## src/rtl/iafd_pkg.sv

```systemverilog
// Shared types and constants of the impact and fall detector.
// No dependencies; used by the interfaces, controller, datapath and top level.
package iafd_pkg;

   localparam int MagW    = 16;
   localparam int AngW    = 11;
   localparam int TimeW   = 32;
   localparam int CsrIdxW = 8;
   localparam int CsrDatW = 16;

   localparam int SqSteps     = 3;
   localparam int SqrtSteps   = 20;
   localparam int CordicSteps = 16;

   localparam logic [AngW-1:0] AngleMax  = 11'd1440;
   // |a|^2 below this means |a| < 0.01 g
   localparam logic [31:0]     SmallSum  = 32'd105;

   localparam logic [15:0] RstImpactThr = 16'd4096;
   localparam logic [15:0] RstJerkThr   = 16'd2048;
   localparam logic [10:0] RstAngleLim  = 11'd960;
   localparam logic [15:0] RstRestLim   = 16'd1536;
   localparam logic [15:0] RstDebounce  = 16'd500;
   localparam logic [15:0] RstWinOpen   = 16'd500;
   localparam logic [15:0] RstWinClose  = 16'd2000;
   localparam logic [15:0] RstTimeout   = 16'd2500;

   typedef enum logic [CsrIdxW-1:0] {
      REG_IMPACT_THR = 8'd0,
      REG_JERK_THR   = 8'd1,
      REG_ANGLE_LIM  = 8'd2,
      REG_REST_LIM   = 8'd3,
      REG_DEBOUNCE   = 8'd4,
      REG_WIN_OPEN   = 8'd5,
      REG_WIN_CLOSE  = 8'd6,
      REG_TIMEOUT    = 8'd7
   } reg_idx_type;

   typedef enum logic [2:0] {
      ST_IDLE,
      ST_SQ,
      ST_SQRT,
      ST_CORDIC,
      ST_DONE
   } state_type;

   typedef struct packed {
      logic       load;
      logic       sq_en;
      logic [1:0] sq_sel;
      logic       sqrt_en;
      logic       sqrt_last;
      logic       cordic_en;
      logic [3:0] idx;
      logic       commit;
   } cmd_type;

   typedef struct packed {
      logic rsp_pending;
   } status_type;

   // arctan(2^-i) in 1/4096 degree
   function automatic logic [17:0] atan_lut(input logic [3:0] i);
      logic [17:0] v;
      case (i)
         4'd0:  v = 18'd184320;
         4'd1:  v = 18'd108810;
         4'd2:  v = 18'd57492;
         4'd3:  v = 18'd29184;
         4'd4:  v = 18'd14649;
         4'd5:  v = 18'd7331;
         4'd6:  v = 18'd3667;
         4'd7:  v = 18'd1833;
         4'd8:  v = 18'd917;
         4'd9:  v = 18'd458;
         4'd10: v = 18'd229;
         4'd11: v = 18'd115;
         4'd12: v = 18'd57;
         4'd13: v = 18'd29;
         4'd14: v = 18'd14;
         4'd15: v = 18'd7;
         default: v = 18'd0;
      endcase
      return v;
   endfunction

endpackage

```

## src/rtl/iafd_if.sv

```systemverilog
// Valid/ready channel interfaces: sample input, result output, register writes.
// Depends on iafd_pkg for field widths.
interface iafd_req_if;
   logic                          valid;
   logic                          ready;
   logic [iafd_pkg::MagW-1:0]     accel_magnitude;
   logic signed [15:0]            accel_x;
   logic signed [15:0]            accel_y;
   logic signed [15:0]            accel_z;
   logic [iafd_pkg::TimeW-1:0]    time_ms;
   logic                          clear_impact;
   logic                          clear_fall;
   logic                          cancel_check;
   modport source (output valid, accel_magnitude, accel_x, accel_y, accel_z,
                   time_ms, clear_impact, clear_fall, cancel_check, input ready);
   modport sink   (input valid, accel_magnitude, accel_x, accel_y, accel_z,
                   time_ms, clear_impact, clear_fall, cancel_check, output ready);
endinterface

interface iafd_rsp_if;
   logic                        valid;
   logic                        ready;
   logic                        impact_flag;
   logic                        fall_flag;
   logic                        fall_check_active;
   logic [iafd_pkg::MagW-1:0]   impact_peak;
   logic [iafd_pkg::AngW-1:0]   impact_angle;
   logic [iafd_pkg::AngW-1:0]   fall_angle;
   modport source (output valid, impact_flag, fall_flag, fall_check_active,
                   impact_peak, impact_angle, fall_angle, input ready);
   modport sink   (input valid, impact_flag, fall_flag, fall_check_active,
                   impact_peak, impact_angle, fall_angle, output ready);
endinterface

interface iafd_csr_if;
   logic                           valid;
   logic                           ready;
   logic [iafd_pkg::CsrIdxW-1:0]   index;
   logic [iafd_pkg::CsrDatW-1:0]   data;
   modport source (output valid, index, data, input ready);
   modport sink   (input valid, index, data, output ready);
endinterface

```

## src/rtl/iafd_ctrl.sv

```systemverilog
// Sequencer of the detector: squares, square root, CORDIC, then commit.
// Depends on iafd_pkg for the state, command and status types.
module iafd_ctrl (
   input  logic                 clock,
   input  logic                 reset,
   input  logic                 req_valid,
   output logic                 req_ready,
   input  iafd_pkg::status_type status,
   output iafd_pkg::cmd_type    cmd
);

   iafd_pkg::state_type state_ff, state_in;
   logic [4:0]          cnt_ff, cnt_in;
   logic                accept;

   assign accept = req_valid && (state_ff == iafd_pkg::ST_IDLE);

   // Next state and step count
   always_comb begin
      state_in = state_ff;
      cnt_in   = cnt_ff + 5'd1;
      case (state_ff)
         iafd_pkg::ST_IDLE: begin
            cnt_in = '0;
            if (accept) state_in = iafd_pkg::ST_SQ;
         end
         iafd_pkg::ST_SQ: begin
            if (cnt_ff == 5'(iafd_pkg::SqSteps - 1)) begin
               state_in = iafd_pkg::ST_SQRT;
               cnt_in   = '0;
            end
         end
         iafd_pkg::ST_SQRT: begin
            if (cnt_ff == 5'(iafd_pkg::SqrtSteps - 1)) begin
               state_in = iafd_pkg::ST_CORDIC;
               cnt_in   = '0;
            end
         end
         iafd_pkg::ST_CORDIC: begin
            if (cnt_ff == 5'(iafd_pkg::CordicSteps - 1)) begin
               state_in = iafd_pkg::ST_DONE;
               cnt_in   = '0;
            end
         end
         iafd_pkg::ST_DONE: begin
            cnt_in = '0;
            if (!status.rsp_pending) state_in = iafd_pkg::ST_IDLE;
         end
         default: begin
            state_in = iafd_pkg::ST_IDLE;
            cnt_in   = '0;
         end
      endcase
   end

   // Commands to the datapath
   always_comb begin
      cmd       = '0;
      req_ready = 1'b0;
      cmd.idx    = cnt_ff[3:0];
      cmd.sq_sel = cnt_ff[1:0];
      case (state_ff)
         iafd_pkg::ST_IDLE: begin
            req_ready = 1'b1;
            cmd.load  = accept;
         end
         iafd_pkg::ST_SQ:     cmd.sq_en = 1'b1;
         iafd_pkg::ST_SQRT: begin
            cmd.sqrt_en   = 1'b1;
            cmd.sqrt_last = (cnt_ff == 5'(iafd_pkg::SqrtSteps - 1));
         end
         iafd_pkg::ST_CORDIC: cmd.cordic_en = 1'b1;
         iafd_pkg::ST_DONE:   cmd.commit = !status.rsp_pending;
         default: ;
      endcase
   end

   always_ff @(posedge clock) begin
      if (reset) begin
         state_ff <= iafd_pkg::ST_IDLE;
         cnt_ff   <= '0;
      end else begin
         state_ff <= state_in;
         cnt_ff   <= cnt_in;
      end
   end

endmodule

```

## src/rtl/iafd_dp.sv

```systemverilog
// Datapath of the detector: sample latch, squarer, root, CORDIC, detection
// state, register file and result register. Depends on iafd_pkg.
module iafd_dp (
   input  logic                  clock,
   input  logic                  reset,
   input  iafd_pkg::cmd_type     cmd,
   output iafd_pkg::status_type  status,
   iafd_req_if.sink              req_ch,
   iafd_rsp_if.source            rsp_ch,
   iafd_csr_if.sink              csr_ch
);

   // Registers
   logic [15:0] impact_thr_ff, jerk_thr_ff, rest_lim_ff;
   logic [15:0] debounce_ff, win_open_ff, win_close_ff, timeout_ff;
   logic [10:0] angle_lim_ff;

   // Latched sample
   logic [15:0] mag_ff;
   logic [16:0] ax_ff, ay_ff, az_ff;
   logic [31:0] now_ff;
   logic        clr_imp_ff, clr_fall_ff, cancel_ff;

   // Arithmetic
   logic [31:0]        hsq_ff, hsq_in, sum_ff, sum_in;
   logic [16:0]        sq_op;
   logic [33:0]        sq_prod;
   logic [39:0]        rad_ff, rad_in;
   logic [23:0]        rem_ff, rem_in, rem_sh, rem_test;
   logic [19:0]        root_ff, root_in;
   logic signed [23:0] cx_ff, cx_in, cy_ff, cy_in, dx, dy, cy_neg;
   logic signed [21:0] acc_ff, acc_in, acc_rnd;
   logic signed [21:0] step_ang;

   // Detection state
   logic [15:0] prev_mag_ff;
   logic [31:0] impact_time_ff;
   logic        imp_seen_ff, fall_seen_ff, checking_ff;
   logic [15:0] peak_ff;
   logic [10:0] pre_ang_ff, post_ang_ff;

   logic        rsp_valid_ff, rsp_valid_in;
   logic        rsp_imp_ff, rsp_fall_ff, rsp_chk_ff;
   logic [15:0] rsp_peak_ff;
   logic [10:0] rsp_pre_ff, rsp_post_ff;

   // Commit logic
   logic [10:0] angle;
   logic [13:0] rnd_q;
   logic [15:0] jerk;
   logic        impact;
   logic        imp_n, fall_n, chk_n;
   logic [31:0] itime_n, elapsed;
   logic [15:0] peak_n;
   logic [10:0] pre_n, post_n, adiff;

   logic signed [16:0] sx, sy, sz;

   assign csr_ch.ready = 1'b1;
   assign status.rsp_pending = rsp_valid_ff && !rsp_ch.ready;

   // Sign-extended axes; their absolute values are taken when the sample is latched
   assign sx = {req_ch.accel_x[15], req_ch.accel_x};
   assign sy = {req_ch.accel_y[15], req_ch.accel_y};
   assign sz = {req_ch.accel_z[15], req_ch.accel_z};

   // Shared squarer
   always_comb begin
      case (cmd.sq_sel)
         2'd0:    sq_op = ax_ff;
         2'd1:    sq_op = ay_ff;
         default: sq_op = az_ff;
      endcase
      sq_prod = sq_op * sq_op;
      hsq_in  = hsq_ff;
      sum_in  = sum_ff;
      if (cmd.sq_en) begin
         case (cmd.sq_sel)
            2'd0:    hsq_in = sq_prod[31:0];
            2'd1:    hsq_in = hsq_ff + sq_prod[31:0];
            default: sum_in = hsq_ff + sq_prod[31:0];
         endcase
      end
   end

   // Square root, two radicand bits per step; load on the last square step
   always_comb begin
      rem_sh   = {rem_ff[21:0], rad_ff[39:38]};
      rem_test = {2'b00, root_ff, 2'b01};
      rad_in   = rad_ff;
      rem_in   = rem_ff;
      root_in  = root_ff;
      if (cmd.sq_en && cmd.sq_sel == 2'd2) begin
         rad_in  = {hsq_ff, 8'd0};
         rem_in  = '0;
         root_in = '0;
      end else if (cmd.sqrt_en) begin
         rad_in = {rad_ff[37:0], 2'b00};
         if (rem_sh >= rem_test) begin
            rem_in  = rem_sh - rem_test;
            root_in = {root_ff[18:0], 1'b1};
         end else begin
            rem_in  = rem_sh;
            root_in = {root_ff[18:0], 1'b0};
         end
      end
   end

   // CORDIC vectoring; seeded as the root finishes
   always_comb begin
      cy_neg   = -cy_ff;
      dx       = cy_ff[23] ? -(cy_neg >>> cmd.idx) : (cy_ff >>> cmd.idx);
      dy       = cx_ff >>> cmd.idx;
      step_ang = 22'(iafd_pkg::atan_lut(cmd.idx));
      cx_in    = cx_ff;
      cy_in    = cy_ff;
      acc_in   = acc_ff;
      if (cmd.sqrt_en && cmd.sqrt_last) begin
         cx_in  = 24'({az_ff, 4'd0});
         cy_in  = 24'(root_in);
         acc_in = '0;
      end else if (cmd.cordic_en) begin
         if (cy_ff > 0) begin
            cx_in  = cx_ff + dx;
            cy_in  = cy_ff - dy;
            acc_in = acc_ff + step_ang;
         end else begin
            cx_in  = cx_ff - dx;
            cy_in  = cy_ff + dy;
            acc_in = acc_ff - step_ang;
         end
      end
   end

   // Tilt angle with special cases, round and clamp
   always_comb begin
      acc_rnd = acc_ff + 22'sd128;
      rnd_q   = 14'(acc_rnd[21:8]);
      if (sum_ff < iafd_pkg::SmallSum)  angle = iafd_pkg::AngleMax;
      else if (hsq_ff == '0)            angle = '0;
      else if (az_ff == '0)             angle = iafd_pkg::AngleMax;
      else if (acc_rnd[21])             angle = '0;
      else if (rnd_q > 14'(iafd_pkg::AngleMax)) angle = iafd_pkg::AngleMax;
      else                              angle = rnd_q[10:0];
   end

   // Impact and fall decisions
   always_comb begin
      jerk    = (mag_ff > prev_mag_ff) ? mag_ff - prev_mag_ff : prev_mag_ff - mag_ff;
      impact  = (mag_ff > impact_thr_ff) && (jerk > jerk_thr_ff) &&
                ((now_ff - impact_time_ff) > {16'd0, debounce_ff});
      imp_n   = impact || (imp_seen_ff && !clr_imp_ff);
      fall_n  = fall_seen_ff && !clr_fall_ff;
      chk_n   = impact || (checking_ff && !cancel_ff);
      itime_n = impact ? now_ff : impact_time_ff;
      peak_n  = impact ? mag_ff : peak_ff;
      pre_n   = impact ? angle : pre_ang_ff;
      post_n  = post_ang_ff;
      elapsed = now_ff - itime_n;
      adiff   = (angle > pre_n) ? angle - pre_n : pre_n - angle;
      if (chk_n) begin
         if (elapsed > {16'd0, win_open_ff} && elapsed < {16'd0, win_close_ff}) begin
            if (adiff > angle_lim_ff && mag_ff < rest_lim_ff) begin
               fall_n = 1'b1;
               post_n = angle;
            end
         end else if (elapsed > {16'd0, timeout_ff}) begin
            chk_n = 1'b0;
         end
      end
   end

   assign rsp_valid_in = cmd.commit || (rsp_valid_ff && !rsp_ch.ready);

   // Register writes; unknown indexes drop
   always_ff @(posedge clock) begin
      if (reset) begin
         impact_thr_ff <= iafd_pkg::RstImpactThr;
         jerk_thr_ff   <= iafd_pkg::RstJerkThr;
         angle_lim_ff  <= iafd_pkg::RstAngleLim;
         rest_lim_ff   <= iafd_pkg::RstRestLim;
         debounce_ff   <= iafd_pkg::RstDebounce;
         win_open_ff   <= iafd_pkg::RstWinOpen;
         win_close_ff  <= iafd_pkg::RstWinClose;
         timeout_ff    <= iafd_pkg::RstTimeout;
      end else if (csr_ch.valid) begin
         case (csr_ch.index)
            iafd_pkg::REG_IMPACT_THR: impact_thr_ff <= csr_ch.data;
            iafd_pkg::REG_JERK_THR:   jerk_thr_ff   <= csr_ch.data;
            iafd_pkg::REG_ANGLE_LIM:  angle_lim_ff  <= csr_ch.data[10:0];
            iafd_pkg::REG_REST_LIM:   rest_lim_ff   <= csr_ch.data;
            iafd_pkg::REG_DEBOUNCE:   debounce_ff   <= csr_ch.data;
            iafd_pkg::REG_WIN_OPEN:   win_open_ff   <= csr_ch.data;
            iafd_pkg::REG_WIN_CLOSE:  win_close_ff  <= csr_ch.data;
            iafd_pkg::REG_TIMEOUT:    timeout_ff    <= csr_ch.data;
            default: ;
         endcase
      end
   end

   // Latch the sample beat and hold the work registers
   always_ff @(posedge clock) begin
      if (cmd.load) begin
         mag_ff      <= req_ch.accel_magnitude;
         ax_ff       <= sx[16] ? 17'(-sx) : 17'(sx);
         ay_ff       <= sy[16] ? 17'(-sy) : 17'(sy);
         az_ff       <= sz[16] ? 17'(-sz) : 17'(sz);
         now_ff      <= req_ch.time_ms;
         clr_imp_ff  <= req_ch.clear_impact;
         clr_fall_ff <= req_ch.clear_fall;
         cancel_ff   <= req_ch.cancel_check;
      end
      hsq_ff  <= hsq_in;
      sum_ff  <= sum_in;
      rad_ff  <= rad_in;
      rem_ff  <= rem_in;
      root_ff <= root_in;
      cx_ff   <= cx_in;
      cy_ff   <= cy_in;
      acc_ff  <= acc_in;
   end

   // Commit detection state
   always_ff @(posedge clock) begin
      if (reset) begin
         prev_mag_ff    <= '0;
         impact_time_ff <= '0;
         imp_seen_ff    <= 1'b0;
         fall_seen_ff   <= 1'b0;
         checking_ff    <= 1'b0;
         peak_ff        <= '0;
         pre_ang_ff     <= '0;
         post_ang_ff    <= '0;
      end else if (cmd.commit) begin
         prev_mag_ff    <= mag_ff;
         impact_time_ff <= itime_n;
         imp_seen_ff    <= imp_n;
         fall_seen_ff   <= fall_n;
         checking_ff    <= chk_n;
         peak_ff        <= peak_n;
         pre_ang_ff     <= pre_n;
         post_ang_ff    <= post_n;
      end
   end

   // Result register
   always_ff @(posedge clock) begin
      if (reset) rsp_valid_ff <= 1'b0;
      else       rsp_valid_ff <= rsp_valid_in;
      if (cmd.commit) begin
         rsp_imp_ff  <= imp_n;
         rsp_fall_ff <= fall_n;
         rsp_chk_ff  <= chk_n;
         rsp_peak_ff <= peak_n;
         rsp_pre_ff  <= pre_n;
         rsp_post_ff <= post_n;
      end
   end

   assign rsp_ch.valid             = rsp_valid_ff;
   assign rsp_ch.impact_flag       = rsp_imp_ff;
   assign rsp_ch.fall_flag         = rsp_fall_ff;
   assign rsp_ch.fall_check_active = rsp_chk_ff;
   assign rsp_ch.impact_peak       = rsp_peak_ff;
   assign rsp_ch.impact_angle      = rsp_pre_ff;
   assign rsp_ch.fall_angle        = rsp_post_ff;

endmodule

```

## src/rtl/impact_and_fall_detector.sv

```systemverilog
// Impact and fall detector top level. A result follows its sample beat through
// 3 squarer steps, 20 root steps, 16 CORDIC steps and the commit into the
// result register. One sample is in work at a time: the shared squarer, the
// bit-serial root and the CORDIC unit serve it, and the next beat is taken in
// idle after the commit; a result held off by the receiver stalls the commit. Synchronous
// active-high reset restores register defaults and clears all detection state.
module impact_and_fall_detector (
   input  logic      clock,
   input  logic      reset,
   iafd_req_if.sink   req_ch,
   iafd_rsp_if.source rsp_ch,
   iafd_csr_if.sink   csr_ch
);

   iafd_pkg::cmd_type    cmd;
   iafd_pkg::status_type status;

   iafd_ctrl u_ctrl (
      .clock     (clock),
      .reset     (reset),
      .req_valid (req_ch.valid),
      .req_ready (req_ch.ready),
      .status    (status),
      .cmd       (cmd)
   );

   iafd_dp u_dp (
      .clock  (clock),
      .reset  (reset),
      .cmd    (cmd),
      .status (status),
      .req_ch (req_ch),
      .rsp_ch (rsp_ch),
      .csr_ch (csr_ch)
   );

   // Angles stay in range
   assert property (@(posedge clock) disable iff (reset)
      rsp_ch.valid |-> (rsp_ch.impact_angle <= 11'd1440) &&
                       (rsp_ch.fall_angle <= 11'd1440))
      else $error("angle out of range");

   // One sample at a time: no new beat right after acceptance
   assert property (@(posedge clock) disable iff (reset)
      (req_ch.valid && req_ch.ready) |=> !req_ch.ready)
      else $error("sample accepted while busy");

   // A result never appears in the cycle after a sample beat
   assert property (@(posedge clock) disable iff (reset)
      (req_ch.valid && req_ch.ready) |=> !$rose(rsp_ch.valid))
      else $error("result too early");

endmodule
```

## src/flat_wrapper.sv

```systemverilog
// flat-port wrapper written by rule: the top's interface ports become plain ports
module impact_and_fall_detector_flat 
  (clock, reset, req_ch_valid, req_ch_accel_magnitude, req_ch_accel_x, req_ch_accel_y, req_ch_accel_z, req_ch_time_ms, req_ch_clear_impact, req_ch_clear_fall, req_ch_cancel_check, req_ch_ready, rsp_ch_valid, rsp_ch_impact_flag, rsp_ch_fall_flag, rsp_ch_fall_check_active, rsp_ch_impact_peak, rsp_ch_impact_angle, rsp_ch_fall_angle, rsp_ch_ready, csr_ch_valid, csr_ch_index, csr_ch_data, csr_ch_ready);
  iafd_req_if req_ch_i ();
  iafd_rsp_if rsp_ch_i ();
  iafd_csr_if csr_ch_i ();
  input  logic clock;
  input  logic reset;
  input wire logic [$bits(req_ch_i.valid)-1:0] req_ch_valid;
  input wire logic [$bits(req_ch_i.accel_magnitude)-1:0] req_ch_accel_magnitude;
  input wire logic [$bits(req_ch_i.accel_x)-1:0] req_ch_accel_x;
  input wire logic [$bits(req_ch_i.accel_y)-1:0] req_ch_accel_y;
  input wire logic [$bits(req_ch_i.accel_z)-1:0] req_ch_accel_z;
  input wire logic [$bits(req_ch_i.time_ms)-1:0] req_ch_time_ms;
  input wire logic [$bits(req_ch_i.clear_impact)-1:0] req_ch_clear_impact;
  input wire logic [$bits(req_ch_i.clear_fall)-1:0] req_ch_clear_fall;
  input wire logic [$bits(req_ch_i.cancel_check)-1:0] req_ch_cancel_check;
  output wire logic [$bits(req_ch_i.ready)-1:0] req_ch_ready;
  output wire logic [$bits(rsp_ch_i.valid)-1:0] rsp_ch_valid;
  output wire logic [$bits(rsp_ch_i.impact_flag)-1:0] rsp_ch_impact_flag;
  output wire logic [$bits(rsp_ch_i.fall_flag)-1:0] rsp_ch_fall_flag;
  output wire logic [$bits(rsp_ch_i.fall_check_active)-1:0] rsp_ch_fall_check_active;
  output wire logic [$bits(rsp_ch_i.impact_peak)-1:0] rsp_ch_impact_peak;
  output wire logic [$bits(rsp_ch_i.impact_angle)-1:0] rsp_ch_impact_angle;
  output wire logic [$bits(rsp_ch_i.fall_angle)-1:0] rsp_ch_fall_angle;
  input wire logic [$bits(rsp_ch_i.ready)-1:0] rsp_ch_ready;
  input wire logic [$bits(csr_ch_i.valid)-1:0] csr_ch_valid;
  input wire logic [$bits(csr_ch_i.index)-1:0] csr_ch_index;
  input wire logic [$bits(csr_ch_i.data)-1:0] csr_ch_data;
  output wire logic [$bits(csr_ch_i.ready)-1:0] csr_ch_ready;
  assign req_ch_i.valid = req_ch_valid;
  assign req_ch_i.accel_magnitude = req_ch_accel_magnitude;
  assign req_ch_i.accel_x = req_ch_accel_x;
  assign req_ch_i.accel_y = req_ch_accel_y;
  assign req_ch_i.accel_z = req_ch_accel_z;
  assign req_ch_i.time_ms = req_ch_time_ms;
  assign req_ch_i.clear_impact = req_ch_clear_impact;
  assign req_ch_i.clear_fall = req_ch_clear_fall;
  assign req_ch_i.cancel_check = req_ch_cancel_check;
  assign req_ch_ready = req_ch_i.ready;
  assign rsp_ch_valid = rsp_ch_i.valid;
  assign rsp_ch_impact_flag = rsp_ch_i.impact_flag;
  assign rsp_ch_fall_flag = rsp_ch_i.fall_flag;
  assign rsp_ch_fall_check_active = rsp_ch_i.fall_check_active;
  assign rsp_ch_impact_peak = rsp_ch_i.impact_peak;
  assign rsp_ch_impact_angle = rsp_ch_i.impact_angle;
  assign rsp_ch_fall_angle = rsp_ch_i.fall_angle;
  assign rsp_ch_i.ready = rsp_ch_ready;
  assign csr_ch_i.valid = csr_ch_valid;
  assign csr_ch_i.index = csr_ch_index;
  assign csr_ch_i.data = csr_ch_data;
  assign csr_ch_ready = csr_ch_i.ready;
  impact_and_fall_detector u_core (.clock(clock), .reset(reset), .req_ch(req_ch_i), .rsp_ch(rsp_ch_i), .csr_ch(csr_ch_i));
endmodule
```

## config.mk

```make
export PLATFORM = sky130hd
export DESIGN_NAME = impact_and_fall_detector_flat
export DESIGN_NICKNAME = d
export VERILOG_FILES = /design/src/rtl/iafd_pkg.sv /design/src/rtl/iafd_if.sv /design/src/rtl/iafd_ctrl.sv /design/src/rtl/iafd_dp.sv /design/src/rtl/impact_and_fall_detector.sv /design/src/flat_wrapper.sv
export SDC_FILE = /design/constraint.sdc
export NUM_CORES = 2
export LEC_CHECK = 0
export BUFFER_PORTS_ARGS = -buffer_cell sky130_fd_sc_hd__buf_2
export CAP_MARGIN = 20
export CORE_UTILIZATION = 55
export DETAILED_ROUTE_END_ITERATION = 10
export PLACE_DENSITY = 0.72
export SETUP_SLACK_MARGIN = 0.5
export SLEW_MARGIN = 0
export SYNTH_ARGS = -nofsm -noshare
export SYNTH_HDL_FRONTEND = slang
export SYNTH_SLANG_ARGS = --single-unit
```

## constraint.sdc

```tcl
create_clock -name clock -period 20.2 [get_ports clock]
set_input_delay 5.05 -clock clock [delete_from_list [all_inputs] [get_ports clock]]
set_output_delay 5.05 -clock clock [all_outputs]
set_load 0.05 [all_outputs]
```

==> out/metrics.yaml <==
cp.required_ns: 20.60
yosys.area_share.simple_pct: 16.8
n_fill_cell: 8107
cts.hold.buffers_added: 0
cpPeakStageDelay_ns: 0.61
setup_viol: 0
post_drt_wl_per_cell_um: 19.4
r2r_cells: 52
ys_seq_elements: 590
async_flop_share_pct: 0
regArea_um2: 14600
drt-vias-per-instance: 5.94
cts_buffers: 61
grt_pass1_wl_um: 226000
hpwlAfterDp_um: 108000
cp_common_cell: "a21o_1"
yosysUniqueCellTypes: 108
busiest_layer: "met2"
clockBufferDepth: 3
setup_ws_ns: 8.20
path_clk_slew_ns: 0.06
synth.avg_cell_area_um2: 8.51
cp_num_buf_inv: 5
cp-start-kind: "flop"
crit_path_end_kind: "flop"
hold_path_class: "reg -> reg"
syn_area_um2: 51300
htreeDepth: 2
cp.depth: 52
antenna_left: 0
synth.area.top_cells: "edfxtp_1, dfxtp_1, ha_1"
antenna_found_initial: 13
multi_input_area_um2: 33400
yosys.area_share.xor_xnor_pct: 5.41
use_met2_pct: 48.0
max_freq_ghz: 0.0833
synth_top_area_share_pct: 16.1
cts_setup_buffers: 0
rows: 111
grt_util_met3_pct: 4.50
drt-total-wl_um: 143000
synth_edf_count: 276
utilization_pct: 60.1
crit_family: "compound AO/OA/AOI/OAI gates"
worstSkewPairLatency_ns: 0.67
cts_root_buffer: "clkbuf_16"
status: "finished, final reports clean"
synth_cells: 6034
holdPathStages: 2
tns_ns: 0
yosysMostFrequentCell: "nand2_1"
worst_pin_slew_ns: 1.16
synth_seq_area_share_pct: 28.4
synth_top_family_by_area: "adder cells"
cts.sinks: 590
die_h_um: 307
clock_skew_ns: 0.0307
synth_compound_area_share_pct: 17.7
syn_to_final_growth_pct: 7.81
dpl.cell_count: 7225
synth-adder-area-share_pct: 19.3
post_cts_resized: 0
relSlewSlack_pct: 22.6
critPathKind: "reg -> reg"
ys.warnings.count: 0
finalHoldViolations: 0
maxSlewViolCount: 0
rsz0062_at_grt: "no"
yosysTopAreaCell: "edfxtp_1"
io_pins: 172
drive_gt1_share_pct: 8.95
grt.total_usage_pct: 29.8
core_area_um2: 92100
grt_overflow: 0
route.detailed.drc: 0
fin_crit_ns: 12.00
start_util_pct: 55.7
dr.pass1.iters: 5
dieArea_um2: 94600
grt_max_degree: 87
cts_tree: "built"
rrSetupSlack_ns: 8.20
grt_pass1_vias: 41700
numPortBuffers: 170
pre_cts_slack_ns: 8.35
instances_no_fill: 7347
crit_arrival_ns: 12.40
num_vias: 43600
post-route-period-util_pct: 59.4
yosys-mux-area-fraction_pct: 5.65
crit_slowest_cell: "or4_1"
cap_violations: 0
place_congestion: 0.934
met1_usage_pct: 41.1
cp_max_fo: 25
synth_ff_type: "dfxtp_1"
final_nets: 6846
synth_common_cells: "nand2_1, inv_1, a21oi_1"
drt_iter0_markers: 3900
chipWidth_um: 307
-- final cells by class --
| class | instances | share of cell area [%] |
|---|---|---|
| timing repair buffer | 234 | 2.43 |
| antenna | 5 | 0.0226 |
| tap | 1243 | 2.81 |
| multi-input combinational | 4546 | 60.3 |
| sequential | 590 | 26.4 |
| clock buffer | 81 | 3.19 |
| clock inverter | 34 | 0.726 |
| inverter | 614 | 4.16 |
-- metal layers --
metal / up-vias / share of wire (%)
met4: 12 / 3.2
met3: 258 / 7.5
met2: 1585 / 45
met1: 20700 / 44
li1: 21100 / -
met5: - / 0.051
-- per-stage QoR --
step	hold WS (ns)	area, µm²
final	0.457	55300
after global routing	0.466	55300
after CTS	0.457	55300
after detailed placement	0.447	53100
after global placement	0.440	53100
after floorplan	0.427	51300
-- final timing paths --
check | start | end
setup / recovery | u_core.u_dp.mag_ff[0] | u_core.u_dp.rsp_ch.fall_angle[10]
hold / removal | u_core.u_dp.rest_lim_ff[6] | u_core.u_dp.rest_lim_ff[6]
setup reg to reg | u_core.u_dp.mag_ff[0] | u_core.u_dp.rsp_ch.fall_angle[10]
hold reg to reg | u_core.u_dp.rest_lim_ff[6] | u_core.u_dp.rest_lim_ff[6]
-- registers in the layout (all words and copies together), names as in the netlist, 17 cells and up --
| name | flops |
|---|---|
| u_core.u_dp.hsq_ff | 32 |
| u_core.u_dp.impact_time_ff | 32 |
| u_core.u_dp.now_ff | 32 |
| u_core.u_dp.rad_ff | 32 |
| u_core.u_dp.sum_ff | 32 |
| u_core.u_dp.cx_ff | 24 |
| u_core.u_dp.cy_ff | 24 |
| u_core.u_dp.acc_ff | 22 |
| u_core.u_dp.rem_ff | 22 |
| u_core.u_dp.root_ff | 20 |
| u_core.u_dp.step_ang | 18 |
| u_core.u_dp.ax_ff | 17 |
| u_core.u_dp.ay_ff | 17 |
| u_core.u_dp.az_ff | 17 |
-- worst reg2reg max path: cells and delay by family, from the launching register on --
kind | cells | cell delay, ns
AOI/OAI and AO/OA | 27 | 5.25
and+or+nand+nor | 12 | 2.74
adders and majority gates | 5 | 1.42
buffers and inverters | 5 | 1.02
muxes | 1 | 0.51
DFF | 1 | 0.45
xor gates and xnor gates | 2 | 0.31
-- logic make-up after synthesis --
| logic type | after synthesis |
|---|---|
| buf+inv | 900 |
| compound gates | 1454 |
| other cells | 2 |
| fa+ha+maj | 671 |
| xor+xnor | 317 |
| simple gates | 1848 |
| flops | 590 |
| mux | 252 |
-- cell usage in the layout, fill, tap and decap left out, drive strengths merged, types with 12 or more instances in the layout --
cell type  netlist  layout
and3            33      33
clkinv           9      29
nor2           356     356
xnor2          217     217
or4             17      17
nor3b           16      16
o21a            46      46
a21boi          30      30
and2            37      37
nor3            93      93
nor2b           55      55
a211o           12      12
xor2           100     100
edfxtp         276     276
mux2            87      87
fa             201     201
o31ai           47      47
mux2i          144     144
a31oi           43      43
nand3          102     102
o21bai          47      47
a22o            17      17
a21o           126     126
or2             19      19
inv            605     611
mux4            21      21
buf             59     234
o21ai          335     335
o211ai          59      59
nand2b          61      61
nand2          843     843
a21oi          500     500
dfxtp          314     314
ha             470     470
a31o            24      24
clkbuf         227      81
or3             41      41
a211oi          53      53
nor4            54      54
nand4           78      78
Power is not shown: default switching activity piles up to over one toggle a cycle in this logic, so the estimate is an artifact.
